==> src/hdl/assert_macros.svh <==
// Assertion macros shared by the tokenizer RTL.
`ifndef ASSERT_MACROS_SVH
`define ASSERT_MACROS_SVH
`ifndef SYNTH
`define MTT_ASSERT(name, clk, rst, prop, msg) \
  name: assert property (@(posedge clk) disable iff (rst) (prop)) else $error(msg);
`define MTT_ASSERT_IMP(name, clk, rst, ante, cons, msg) \
  name: assert property (@(posedge clk) disable iff (rst) (ante) |-> (cons)) else $error(msg);
`define MTT_ASSERT_NXT(name, clk, rst, ante, cons, msg) \
  name: assert property (@(posedge clk) disable iff (rst) (ante) |=> (cons)) else $error(msg);
`else
`define MTT_ASSERT(name, clk, rst, prop, msg)
`define MTT_ASSERT_IMP(name, clk, rst, ante, cons, msg)
`define MTT_ASSERT_NXT(name, clk, rst, ante, cons, msg)
`endif
`endif

==> src/hdl/mtt_pkg.sv <==
// Shared types and constants of the map text tokenizer.
package mtt_pkg;

  localparam int MAX_STRING_LENGTH_DEF = 255;
  localparam int MAX_IDENT_LENGTH_DEF  = 63;
  localparam int FIFO_DEPTH            = 4;

  localparam logic [3:0] KIND_INT    = 4'd0;
  localparam logic [3:0] KIND_FLOAT  = 4'd1;
  localparam logic [3:0] KIND_STRING = 4'd2;
  localparam logic [3:0] KIND_IDENT  = 4'd3;
  localparam logic [3:0] KIND_LBRACE = 4'd4;
  localparam logic [3:0] KIND_RBRACE = 4'd5;
  localparam logic [3:0] KIND_LPAREN = 4'd6;
  localparam logic [3:0] KIND_RPAREN = 4'd7;
  localparam logic [3:0] KIND_OTHER  = 4'd8;
  localparam logic [3:0] KIND_UNTERM = 4'd9;

  typedef struct packed {
    logic [3:0]         token_kind;
    logic [7:0]         token_length;
    logic signed [31:0] int_value;
    logic               overflow_flag;
    logic               last_result;
  } token_t;

  // Up to two results produced by one accepted byte.
  typedef struct packed {
    logic [1:0] num;
    token_t     res0;
    token_t     res1;
  } push_t;

endpackage

==> src/hdl/mtt_if.sv <==
// Channel interfaces: text bytes in, token records out.
interface mtt_in_if;
  logic       valid;
  logic       ready;
  logic [7:0] char_code;
  logic       last_char;

  modport source (output valid, output char_code, output last_char, input ready);
  modport sink   (input valid, input char_code, input last_char, output ready);
endinterface

interface mtt_out_if;
  logic               valid;
  logic               ready;
  logic [3:0]         token_kind;
  logic [7:0]         token_length;
  logic signed [31:0] int_value;
  logic               overflow_flag;
  logic               last_result;

  modport source (output valid, output token_kind, output token_length, output int_value,
                  output overflow_flag, output last_result, input ready);
  modport sink   (input valid, input token_kind, input token_length, input int_value,
                  input overflow_flag, input last_result, output ready);
endinterface

==> src/hdl/map_text_tokenizer_unit.sv <==
// Map text tokenizer: one text byte per item in, token records out.
//
// text_in carries one byte (char_code) and a final-byte mark (last_char) per item.
// token_out carries one token record per item: kind, length, integer value,
// overflow flag and a mark on the final record caused by a byte with last_char set.
// A byte is scanned in the cycle it is accepted; its records (zero, one or two)
// enter a four-entry result queue at that edge and are handed out on token_out
// in order from the queue head. Input throughput is one byte per cycle while
// at least two queue entries are free; text_in.ready drops whenever fewer than
// two queue entries are free, so bytes wait while the queue is backed up. The
// output handshake sets the rate: one record per cycle at most.
// A stalled receiver holds the head record; bytes keep being taken until fewer
// than two queue entries are free. Synchronous reset returns the scanner to the
// between-tokens state and empties the queue. After a byte with last_char set,
// any open token is flushed and the scanner starts over from the reset state.
module map_text_tokenizer_unit #(
  parameter int MAX_STRING_LENGTH = mtt_pkg::MAX_STRING_LENGTH_DEF,
  parameter int MAX_IDENT_LENGTH  = mtt_pkg::MAX_IDENT_LENGTH_DEF
) (
  input  logic       clk,
  input  logic       rst,
  mtt_in_if.sink     text_in,
  mtt_out_if.source  token_out
);

  mtt_pkg::push_t push;
  logic           room;

  mtt_scan #(
    .MAX_STRING_LENGTH (MAX_STRING_LENGTH),
    .MAX_IDENT_LENGTH  (MAX_IDENT_LENGTH)
  ) u_scan (
    .clk     (clk),
    .rst     (rst),
    .text_in (text_in),
    .room    (room),
    .push    (push)
  );

  mtt_fifo u_fifo (
    .clk       (clk),
    .rst       (rst),
    .push      (push),
    .room      (room),
    .token_out (token_out)
  );

endmodule

==> src/hdl/mtt_scan.sv <==
// Lexer state machine: scans one byte per cycle while room is high and produces up to two token records.
`include "assert_macros.svh"
module mtt_scan #(
  parameter int MAX_STRING_LENGTH = mtt_pkg::MAX_STRING_LENGTH_DEF,
  parameter int MAX_IDENT_LENGTH  = mtt_pkg::MAX_IDENT_LENGTH_DEF
) (
  input  logic            clk,
  input  logic            rst,
  mtt_in_if.sink          text_in,
  input  logic            room,
  output mtt_pkg::push_t  push
);

  localparam logic [3:0] M_NORMAL     = 4'd0;
  localparam logic [3:0] M_SLASH      = 4'd1;
  localparam logic [3:0] M_LINE       = 4'd2;
  localparam logic [3:0] M_BLOCK      = 4'd3;
  localparam logic [3:0] M_BLOCK_STAR = 4'd4;
  localparam logic [3:0] M_STRING     = 4'd5;
  localparam logic [3:0] M_IDENT      = 4'd6;
  localparam logic [3:0] M_NUM_SIGN   = 4'd7;
  localparam logic [3:0] M_NUM_INT    = 4'd8;
  localparam logic [3:0] M_NUM_FRAC   = 4'd9;
  localparam logic [3:0] M_NUM_EXP    = 4'd10;
  localparam logic [3:0] M_NUM_EXPDIG = 4'd11;

  localparam logic [7:0] CH_DOT   = 8'h2E;
  localparam logic [7:0] CH_E     = 8'h65;
  localparam logic [7:0] CH_MINUS = 8'h2D;
  localparam logic [7:0] CH_SLASH = 8'h2F;
  localparam logic [7:0] CH_STAR  = 8'h2A;
  localparam logic [7:0] CH_QUOTE = 8'h22;
  localparam logic [7:0] CH_LF    = 8'h0A;

  localparam logic [7:0] STR_LIMIT   = 8'(MAX_STRING_LENGTH);
  localparam logic [7:0] IDENT_LIMIT = 8'(MAX_IDENT_LENGTH);
  localparam logic [7:0] NUM_LIMIT   = 8'd255;

  typedef struct packed {
    logic [3:0]  mode;
    logic [7:0]  cnt;
    logic [31:0] acc;
    logic        neg;
    logic        sat;
  } scan_t;

  typedef struct packed {
    scan_t            st;
    logic             hit;
    mtt_pkg::token_t  tok;
  } start_t;

  localparam scan_t SCAN_RESET = '{mode: M_NORMAL, cnt: 8'd0, acc: 32'd0, neg: 1'b0, sat: 1'b0};

  function automatic logic is_digit(logic [7:0] c);
    return c inside {[8'h30:8'h39]};
  endfunction

  function automatic logic is_alpha(logic [7:0] c);
    return c inside {[8'h61:8'h7A], [8'h41:8'h5A], 8'h5F};
  endfunction

  function automatic mtt_pkg::token_t mk(logic [3:0] kind, logic [7:0] len,
                                         logic [31:0] val, logic flag);
    mtt_pkg::token_t t;
    t.token_kind    = kind;
    t.token_length  = len;
    t.int_value     = val;
    t.overflow_flag = flag;
    t.last_result   = 1'b0;
    return t;
  endfunction

  function automatic scan_t grow(scan_t s, logic [7:0] limit);
    scan_t r;
    r = s;
    if (s.cnt >= limit) r.sat = 1'b1;
    else r.cnt = s.cnt + 8'd1;
    return r;
  endfunction

  // Multiply by ten as two shifted adds, then clamp at 2^31.
  function automatic scan_t add_digit(scan_t s, logic [7:0] c);
    scan_t       r;
    logic [35:0] m;
    r = s;
    m = ({4'd0, s.acc} << 3) + ({4'd0, s.acc} << 1) + {32'd0, c[3:0]};
    if (m > 36'h0_8000_0000) begin
      r.acc = 32'h8000_0000;
      r.sat = 1'b1;
    end else begin
      r.acc = m[31:0];
    end
    return r;
  endfunction

  function automatic mtt_pkg::token_t end_number(scan_t s);
    logic [31:0] val;
    logic        flag;
    if (s.mode == M_NUM_SIGN || s.mode == M_NUM_INT) begin
      flag = s.sat;
      if (s.neg) begin
        val = 32'd0 - s.acc;
      end else if (s.acc > 32'h7FFF_FFFF) begin
        val  = 32'h7FFF_FFFF;
        flag = 1'b1;
      end else begin
        val = s.acc;
      end
      return mk(mtt_pkg::KIND_INT, s.cnt, val, flag);
    end
    return mk(mtt_pkg::KIND_FLOAT, s.cnt, 32'd0, s.sat);
  endfunction

  function automatic start_t start_byte(logic [7:0] c);
    start_t r;
    r.st  = SCAN_RESET;
    r.hit = 1'b0;
    r.tok = mk(mtt_pkg::KIND_OTHER, 8'd1, 32'd0, 1'b0);
    if (c inside {8'h20, 8'h09, 8'h0A, 8'h0D}) begin
      r.hit = 1'b0;
    end else if (c == CH_SLASH) begin
      r.st.mode = M_SLASH;
    end else if (c == CH_QUOTE) begin
      r.st.mode = M_STRING;
    end else if (is_alpha(c)) begin
      r.st.mode = M_IDENT;
      r.st.cnt  = 8'd1;
    end else if (c == CH_MINUS) begin
      r.st.mode = M_NUM_SIGN;
      r.st.cnt  = 8'd1;
      r.st.neg  = 1'b1;
    end else if (is_digit(c)) begin
      r.st.mode = M_NUM_INT;
      r.st.cnt  = 8'd1;
      r.st.acc  = {28'd0, c[3:0]};
    end else begin
      r.hit = 1'b1;
      case (c)
        8'h7B:   r.tok.token_kind = mtt_pkg::KIND_LBRACE;
        8'h7D:   r.tok.token_kind = mtt_pkg::KIND_RBRACE;
        8'h28:   r.tok.token_kind = mtt_pkg::KIND_LPAREN;
        8'h29:   r.tok.token_kind = mtt_pkg::KIND_RPAREN;
        default: r.tok.token_kind = mtt_pkg::KIND_OTHER;
      endcase
    end
    return r;
  endfunction

  scan_t            st;
  scan_t            st_next;
  start_t           sb;
  mtt_pkg::token_t  res_v [2];
  logic [1:0]       n_v;
  logic             fire;
  logic [7:0]       c;

  assign text_in.ready = room;
  assign fire          = text_in.valid && room;
  assign c             = text_in.char_code;

  always_comb begin
    st_next  = st;
    n_v      = 2'd0;
    res_v[0] = '0;
    res_v[1] = '0;
    sb       = start_byte(c);

    case (st.mode)
      M_SLASH: begin
        if (c == CH_SLASH) begin
          st_next.mode = M_LINE;
        end else if (c == CH_STAR) begin
          st_next.mode = M_BLOCK;
        end else begin
          res_v[n_v[0]] = mk(mtt_pkg::KIND_OTHER, 8'd1, 32'd0, 1'b0);
          n_v = n_v + 2'd1;
          st_next = sb.st;
          if (sb.hit) begin
            res_v[n_v[0]] = sb.tok;
            n_v = n_v + 2'd1;
          end
        end
      end
      M_LINE: begin
        if (c == CH_LF) st_next.mode = M_NORMAL;
      end
      M_BLOCK: begin
        if (c == CH_STAR) st_next.mode = M_BLOCK_STAR;
      end
      M_BLOCK_STAR: begin
        if (c == CH_SLASH) st_next.mode = M_NORMAL;
        else if (c != CH_STAR) st_next.mode = M_BLOCK;
      end
      M_STRING: begin
        if (c == CH_QUOTE) begin
          res_v[n_v[0]] = mk(mtt_pkg::KIND_STRING, st.cnt, 32'd0, st.sat);
          n_v = n_v + 2'd1;
          st_next = SCAN_RESET;
        end else begin
          st_next = grow(st, STR_LIMIT);
        end
      end
      M_IDENT: begin
        if (is_alpha(c) || is_digit(c)) begin
          st_next = grow(st, IDENT_LIMIT);
        end else begin
          res_v[n_v[0]] = mk(mtt_pkg::KIND_IDENT, st.cnt, 32'd0, st.sat);
          n_v = n_v + 2'd1;
          st_next = sb.st;
          if (sb.hit) begin
            res_v[n_v[0]] = sb.tok;
            n_v = n_v + 2'd1;
          end
        end
      end
      M_NUM_SIGN, M_NUM_INT, M_NUM_FRAC, M_NUM_EXP, M_NUM_EXPDIG: begin
        if ((st.mode == M_NUM_SIGN || st.mode == M_NUM_INT) && is_digit(c)) begin
          st_next      = grow(add_digit(st, c), NUM_LIMIT);
          st_next.mode = M_NUM_INT;
        end else if ((st.mode == M_NUM_SIGN || st.mode == M_NUM_INT) && c == CH_DOT) begin
          st_next      = grow(st, NUM_LIMIT);
          st_next.mode = M_NUM_FRAC;
        end else if (st.mode == M_NUM_FRAC && is_digit(c)) begin
          st_next = grow(st, NUM_LIMIT);
        end else if (st.mode == M_NUM_FRAC && c == CH_E) begin
          st_next      = grow(st, NUM_LIMIT);
          st_next.mode = M_NUM_EXP;
        end else if (st.mode == M_NUM_EXP && (is_digit(c) || c == CH_MINUS)) begin
          st_next      = grow(st, NUM_LIMIT);
          st_next.mode = M_NUM_EXPDIG;
        end else if (st.mode == M_NUM_EXPDIG && is_digit(c)) begin
          st_next = grow(st, NUM_LIMIT);
        end else begin
          // End the number and rescan this byte as the start of the next token.
          res_v[n_v[0]] = end_number(st);
          n_v = n_v + 2'd1;
          st_next = sb.st;
          if (sb.hit) begin
            res_v[n_v[0]] = sb.tok;
            n_v = n_v + 2'd1;
          end
        end
      end
      default: begin
        st_next = sb.st;
        if (sb.hit) begin
          res_v[n_v[0]] = sb.tok;
          n_v = n_v + 2'd1;
        end
      end
    endcase

    // Flush any open token on the final byte, then return to reset.
    if (text_in.last_char) begin
      case (st_next.mode)
        M_SLASH: begin
          res_v[n_v[0]] = mk(mtt_pkg::KIND_OTHER, 8'd1, 32'd0, 1'b0);
          n_v = n_v + 2'd1;
        end
        M_STRING: begin
          res_v[n_v[0]] = mk(mtt_pkg::KIND_UNTERM, st_next.cnt, 32'd0, st_next.sat);
          n_v = n_v + 2'd1;
        end
        M_BLOCK, M_BLOCK_STAR: begin
          res_v[n_v[0]] = mk(mtt_pkg::KIND_UNTERM, 8'd0, 32'd0, 1'b0);
          n_v = n_v + 2'd1;
        end
        M_IDENT: begin
          res_v[n_v[0]] = mk(mtt_pkg::KIND_IDENT, st_next.cnt, 32'd0, st_next.sat);
          n_v = n_v + 2'd1;
        end
        M_NUM_SIGN, M_NUM_INT, M_NUM_FRAC, M_NUM_EXP, M_NUM_EXPDIG: begin
          res_v[n_v[0]] = end_number(st_next);
          n_v = n_v + 2'd1;
        end
        default: begin
          n_v = n_v;
        end
      endcase
      if (n_v != 2'd0) res_v[1'(n_v - 2'd1)].last_result = 1'b1;
      st_next = SCAN_RESET;
    end
  end

  always_ff @(posedge clk) begin
    if (rst) begin
      st <= SCAN_RESET;
    end else if (fire) begin
      st <= st_next;
    end
  end

  assign push.num  = fire ? n_v : 2'd0;
  assign push.res0 = res_v[0];
  assign push.res1 = res_v[1];

  `MTT_ASSERT_NXT(a_last_resets, clk, rst, fire && text_in.last_char,
                  st.mode == M_NORMAL && st.cnt == 8'd0 && st.acc == 32'd0,
                  "scanner state not cleared after final byte")
  `MTT_ASSERT_IMP(a_last_on_final, clk, rst, push.num == 2'd2,
                  !push.res0.last_result, "last_result set on a result that is not final")
  `MTT_ASSERT(a_mode_legal, clk, rst, st.mode <= M_NUM_EXPDIG, "scanner mode out of range")
endmodule

==> src/hdl/mtt_fifo.sv <==
// Result queue: takes up to two token records per cycle, hands out one per cycle while token_out.ready is high.
`include "assert_macros.svh"
module mtt_fifo (
  input  logic            clk,
  input  logic            rst,
  input  mtt_pkg::push_t  push,
  output logic            room,
  mtt_out_if.source       token_out
);

  localparam int DEPTH = mtt_pkg::FIFO_DEPTH;
  localparam int PTR_W = $clog2(DEPTH);
  localparam int CNT_W = $clog2(DEPTH + 1);

  mtt_pkg::token_t  mem [DEPTH];
  logic [PTR_W-1:0] wr_ptr;
  logic [PTR_W-1:0] rd_ptr;
  logic [CNT_W-1:0] count;
  logic [CNT_W-1:0] count_next;
  logic             pop;
  mtt_pkg::token_t  head;

  // Hold both channels idle while in reset.
  assign room = !rst && (count <= CNT_W'(DEPTH - 2));
  assign pop  = token_out.valid && token_out.ready;
  assign head = mem[rd_ptr];

  assign count_next = count + CNT_W'(push.num) - CNT_W'(pop);

  always_ff @(posedge clk) begin
    if (rst) begin
      wr_ptr <= '0;
      rd_ptr <= '0;
      count  <= '0;
    end else begin
      wr_ptr <= wr_ptr + PTR_W'(push.num);
      if (pop) rd_ptr <= rd_ptr + PTR_W'(1);
      count <= count_next;
    end
  end

  always_ff @(posedge clk) begin
    if (push.num != 2'd0) mem[wr_ptr] <= push.res0;
    if (push.num == 2'd2) mem[wr_ptr + PTR_W'(1)] <= push.res1;
  end

  assign token_out.valid         = !rst && (count != '0);
  assign token_out.token_kind    = head.token_kind;
  assign token_out.token_length  = head.token_length;
  assign token_out.int_value     = head.int_value;
  assign token_out.overflow_flag = head.overflow_flag;
  assign token_out.last_result   = head.last_result;

  `MTT_ASSERT(a_count_bound, clk, rst, count <= CNT_W'(DEPTH), "result queue overrun")
  `MTT_ASSERT_IMP(a_push_fits, clk, rst, push.num != 2'd0,
                  ({1'b0, count} + (CNT_W + 1)'(push.num)) <= (CNT_W + 1)'(DEPTH),
                  "push exceeds free queue space")
  `MTT_ASSERT_NXT(a_stall_holds, clk, rst, token_out.valid && !token_out.ready,
                  token_out.valid && count >= $past(count), "queued result lost under stall")
endmodule

==> src/flat_wrapper.sv <==
// flat-port wrapper written by rule: the top's interface ports become plain ports
module map_text_tokenizer_unit_flat 
#(
  parameter int MAX_STRING_LENGTH = mtt_pkg::MAX_STRING_LENGTH_DEF,
  parameter int MAX_IDENT_LENGTH  = mtt_pkg::MAX_IDENT_LENGTH_DEF
)
  (clk, rst, text_in_valid, text_in_char_code, text_in_last_char, text_in_ready, token_out_valid, token_out_token_kind, token_out_token_length, token_out_int_value, token_out_overflow_flag, token_out_last_result, token_out_ready);
  mtt_in_if text_in_i ();
  mtt_out_if token_out_i ();
  input  logic clk;
  input  logic rst;
  input wire logic [$bits(text_in_i.valid)-1:0] text_in_valid;
  input wire logic [$bits(text_in_i.char_code)-1:0] text_in_char_code;
  input wire logic [$bits(text_in_i.last_char)-1:0] text_in_last_char;
  output wire logic [$bits(text_in_i.ready)-1:0] text_in_ready;
  output wire logic [$bits(token_out_i.valid)-1:0] token_out_valid;
  output wire logic [$bits(token_out_i.token_kind)-1:0] token_out_token_kind;
  output wire logic [$bits(token_out_i.token_length)-1:0] token_out_token_length;
  output wire logic [$bits(token_out_i.int_value)-1:0] token_out_int_value;
  output wire logic [$bits(token_out_i.overflow_flag)-1:0] token_out_overflow_flag;
  output wire logic [$bits(token_out_i.last_result)-1:0] token_out_last_result;
  input wire logic [$bits(token_out_i.ready)-1:0] token_out_ready;
  assign text_in_i.valid = text_in_valid;
  assign text_in_i.char_code = text_in_char_code;
  assign text_in_i.last_char = text_in_last_char;
  assign text_in_ready = text_in_i.ready;
  assign token_out_valid = token_out_i.valid;
  assign token_out_token_kind = token_out_i.token_kind;
  assign token_out_token_length = token_out_i.token_length;
  assign token_out_int_value = token_out_i.int_value;
  assign token_out_overflow_flag = token_out_i.overflow_flag;
  assign token_out_last_result = token_out_i.last_result;
  assign token_out_i.ready = token_out_ready;
  map_text_tokenizer_unit #(.MAX_STRING_LENGTH(MAX_STRING_LENGTH), .MAX_IDENT_LENGTH(MAX_IDENT_LENGTH)) u_core (.clk(clk), .rst(rst), .text_in(text_in_i), .token_out(token_out_i));
endmodule
==> config.mk <==
export PLATFORM = sky130hd
export DESIGN_NAME = map_text_tokenizer_unit_flat
export DESIGN_NICKNAME = d
export VERILOG_FILES = /design/src/hdl/mtt_pkg.sv /design/src/hdl/mtt_if.sv /design/src/hdl/map_text_tokenizer_unit.sv /design/src/hdl/mtt_scan.sv /design/src/hdl/mtt_fifo.sv /design/src/flat_wrapper.sv
export VERILOG_INCLUDE_DIRS = /design/src /design/src/hdl
export SDC_FILE = /design/constraint.sdc
export NUM_CORES = 1
export LEC_CHECK = 0
export ABC_AREA = 0
export BUFFER_PORTS_ARGS = -buffer_cell sky130_fd_sc_hd__buf_2
export CORE_MARGIN = 1.5
export CORE_UTILIZATION = 33
export DETAILED_ROUTE_END_ITERATION = 8
export GPL_ROUTABILITY_DRIVEN = 0
export HOLD_SLACK_MARGIN = 0.12
export PLACE_DENSITY_LB_ADDON = 0.12
export SYNTH_ARGS = -nofsm -noshare
export SYNTH_HDL_FRONTEND = slang
export SYNTH_SLANG_ARGS = --single-unit
==> constraint.sdc <==
create_clock -name clk -period 19.4 [get_ports clk]
set_input_delay 1.94 -clock clk [delete_from_list [all_inputs] [get_ports clk]]
set_output_delay 1.94 -clock clk [all_outputs]
set_load 0.02 [all_outputs]
==> results.sh <==
export IMPL_status="completed"
export IMPL_start_kind="input pin"
export IMPL_synth_cells=2072
export IMPL_yosys_warnings=0
export IMPL_synth_compound_area_frac=0.2418
export IMPL_ios=61
export IMPL_multi_input_area_mm2=0.01119
export IMPL_antenna_found_initial=0
export IMPL_area_delta_synth_final_pct=9.204
export IMPL_grt_setup_unrepaired="no"
export IMPL_cts_setup_buffers=0
export IMPL_core_area_mm2=0.05531
export IMPL_cts_sinks=239
export IMPL_drt_antenna_violating_nets=0
export IMPL_drc=0
export IMPL_yosysSeqAreaShare=0.3574
export IMPL_synth_edf_count=184
export IMPL_grt_pass1_vias=16040
export IMPL_cap_violations=0
export IMPL_htreeDepth=1
export IMPL_worst_path_buf_inv=3
export IMPL_synth_flop_cell="edfxtp_1"
export IMPL_synth_simple_area_share=0.1912
export IMPL_grt_pass1_wl_um=102800
export IMPL_critPathSlowestCell="fa_1"
export IMPL_final_hold_viol_count=0
export IMPL_start_util=0.3353
export IMPL_slew_headroom=0.3077
export IMPL_synth_xor_area_frac=0.02031
export IMPL_layout_min_cycle_time_ns=8.468
export IMPL_synth_top_family_by_area="compound AO/OA/AOI/OAI gates"
export IMPL_skew_ns=0.01277
export IMPL_grt_use_total=0.2318
export IMPL_cts_buffers=26
export IMPL_clkSlewWorstSetupHoldPaths_ns=0.07
export IMPL_diodes=0
export IMPL_io_buffers=60
export IMPL_slew_violations=0
export IMPL_fp_dieH_um=240.0
export IMPL_synthArstFlopShare=0
export IMPL_layout_nets=2124
export IMPL_final_util=0.3661
export IMPL_vias_per_cell=6.085
export IMPL_synth_area_mm2=0.01854
export IMPL_crit_family="compound AO/OA/AOI/OAI gates"
export IMPL_grt_ovfl_total=0
export IMPL_grt_max_degree=61
export IMPL_power_density_mw_per_mm2=61.09
export IMPL_crit_path_end_kind="flip-flop"
export IMPL_synth_fa_ha_area_frac=0.05452
export IMPL_num_rows=86
export IMPL_clock_fmax_ghz=0.1181
export IMPL_mostFrequentLayoutCells="nor2_1, a21oi_1, edfxtp_1, nand2_1, o21ai_0"
export IMPL_cts_hold_buf=0
export IMPL_synth_fp_nets=2164
export IMPL_drt_iter0_markers=2032
export IMPL_ys_ff_latch=239
export IMPL_yosysUniqueCellTypes=99
export IMPL_worst_slew_pin_slew_ns=1.030
export IMPL_fill_cells=5718
export IMPL_hp_class="reg2reg"
export IMPL_drt_total_wl_um=67980
export IMPL_wire_per_inst_um=24.28
export IMPL_final_common_cell="nor2_1"
export IMPL_cts_root_buf="clkbuf_16"
export IMPL_synthMuxAreaShare=0.09143
export IMPL_path_max_fanout=19
export IMPL_register_area_mm2=0.006634
export IMPL_irDropWorstVdd_mv=0.05532
export IMPL_cp_arrival_ns=8.89
export IMPL_cts_tree="done"
export IMPL_clockBufferDepth=3
export IMPL_crit_chain="buf_2 > fa_1 > inv_1 > fa_1 > nand2b_1 > a21oi_1 > o21ai_1 > a31oi_1 > a311oi_1 > xnor2_1 > nor3_1 > a31o_2 > a21oi_1 > o31ai_1 > inv_1 > ha_1 > o2111a_1 > and4_1 > nand3_1 > a211oi_1 > mux2_2 > o22ai_1 > mux2_2"
export IMPL_dp_hpwl_um=47940
export IMPL_cts_resized=0
export IMPL_dr_total_vias=17040
export IMPL_criticalPathCategory="in2reg"
export IMPL_setup_tns_ns=0
export IMPL_post_place_cells=2752
export IMPL_final_instance_count_excl_fill=2800
export IMPL_clk_latency_ns=0.55
export IMPL_period_share=0.4365
export IMPL_worstPathRequired_ns=19.82
export IMPL_die_width_um=240.0
export IMPL_setup_violations_final=0
export IMPL_avgSynthCellArea_um2=8.949
export IMPL_slowest_delay_ns=0.60
export IMPL_power_leakage_uw=0.007266
export IMPL_dieArea_mm2=0.05762
export IMPL_first_pass_iters=5
export IMPL_drive_gt1_frac=0.1277
final timing paths:
kind                                                             end                            startpoint  depth (start not counted)  slack (ns)
worst min register to register  u_core.u_fifo.rd_ptr[1]$_SDFFE_PP0P_  u_core.u_fifo.rd_ptr[1]$_SDFFE_PP0P_                          2        0.53
worst max register to register    u_core.u_fifo.mem[0][20]$_DFFE_PP_      u_core.u_scan.st[9]$_SDFFE_PP0P_                         21       12.04
worst min-delay path            u_core.u_fifo.rd_ptr[1]$_SDFFE_PP0P_  u_core.u_fifo.rd_ptr[1]$_SDFFE_PP0P_                          2        0.53
worst max-delay path              u_core.u_fifo.mem[0][20]$_DFFE_PP_                  text_in_char_code[3]                         23       10.93
flip-flops by register name (all words and copies together), names as in the netlist, named ones only:
signal	count
u_core.u_fifo.count	3
u_core.u_fifo.mem	184
u_core.u_fifo.rd_ptr	2
u_core.u_fifo.wr_ptr	2
u_core.u_scan.st	46
metal layers:
| layer | vias to the layer above | GRT usage | part of all wire |
|---|---|---|---|
| met5 | - | 0 | 0 |
| met2 | 729 | 0.3505 | 0.43 |
| met1 | 8371 | 0.3511 | 0.47 |
| li1 | 7862 | - | - |
| met3 | 77 | 0.02365 | 0.072 |
| met4 | 0 | 0.05584 | 0.021 |
logic make-up (layout without fill, tap and decap cells):
group / after synthesis / after routing
xor+xnor: 43 / 43
compound gates: 675 / 675
buf+inv: 195 / 175
simple gates: 731 / 731
flops: 239 / 239
fa+ha+maj: 79 / 79
mux: 110 / 110
power by group:
part,switching (µW),internal [µW]
clock,212,256
sequential,12.0,569
combinational,118,70.1
total,343,895
metrics by stage:
step                      cell area [µm²]  worst slack (ns)  power, µW  hold WS (ns)
after CTS                           20250             11.13       1249        0.5338
after detailed placement            19470             10.60      782.9        0.5070
final                               20250             10.93       1237        0.5343
after global placement              19470             10.86      781.9        0.5129
after global routing                20250             10.63       1283        0.5748
after floorplan                     18540             10.60      723.9        0.4834
Yosys cell counts, drive strengths merged, types with 11 or more instances:
cell,n,area share
mux4,46,0.056
nor2b,19,0.0064
a21o,14,0.0057
clkbuf,116,0.024
o22ai,64,0.022
or3,27,0.0096
xor2,14,0.0066
ha,76,0.051
o21ai,116,0.031
o211ai,18,0.0073
a21oi,193,0.052
and3,25,0.0092
a22oi,43,0.017
nand2b,18,0.0061
nand2,183,0.037
xnor2,29,0.014
buf,52,0.014
o21a,19,0.0077
and2,23,0.0078
nor2,246,0.050
nor3,52,0.015
a211oi,29,0.012
nor4,12,0.0057
a32oi,11,0.0052
nand4,23,0.0081
dfxtp,55,0.059
edfxtp,184,0.30
a31oi,23,0.0081
or2,12,0.0040
a22o,18,0.0085
nand3,51,0.014
mux2,15,0.0091
mux2i,49,0.026
a31o,11,0.0052
inv,27,0.0055
layout make-up:
class / instances / share of cell area
multi-input combinational: 1638 / 0.5528
sequential: 239 / 0.3276
tap: 748 / 0.04622
clock buffer: 36 / 0.03497
timing repair buffer: 100 / 0.02966
inverter: 27 / 0.005005
clock inverter: 12 / 0.003707
tightest hold or removal path, cell delays in order, from the launching register on:
cell and delay, ns:
dfxtp_1 0.32, xor2_1 0.06, nor2_1 0.11
No activity file was read; power rests on OpenSTA's default activity.
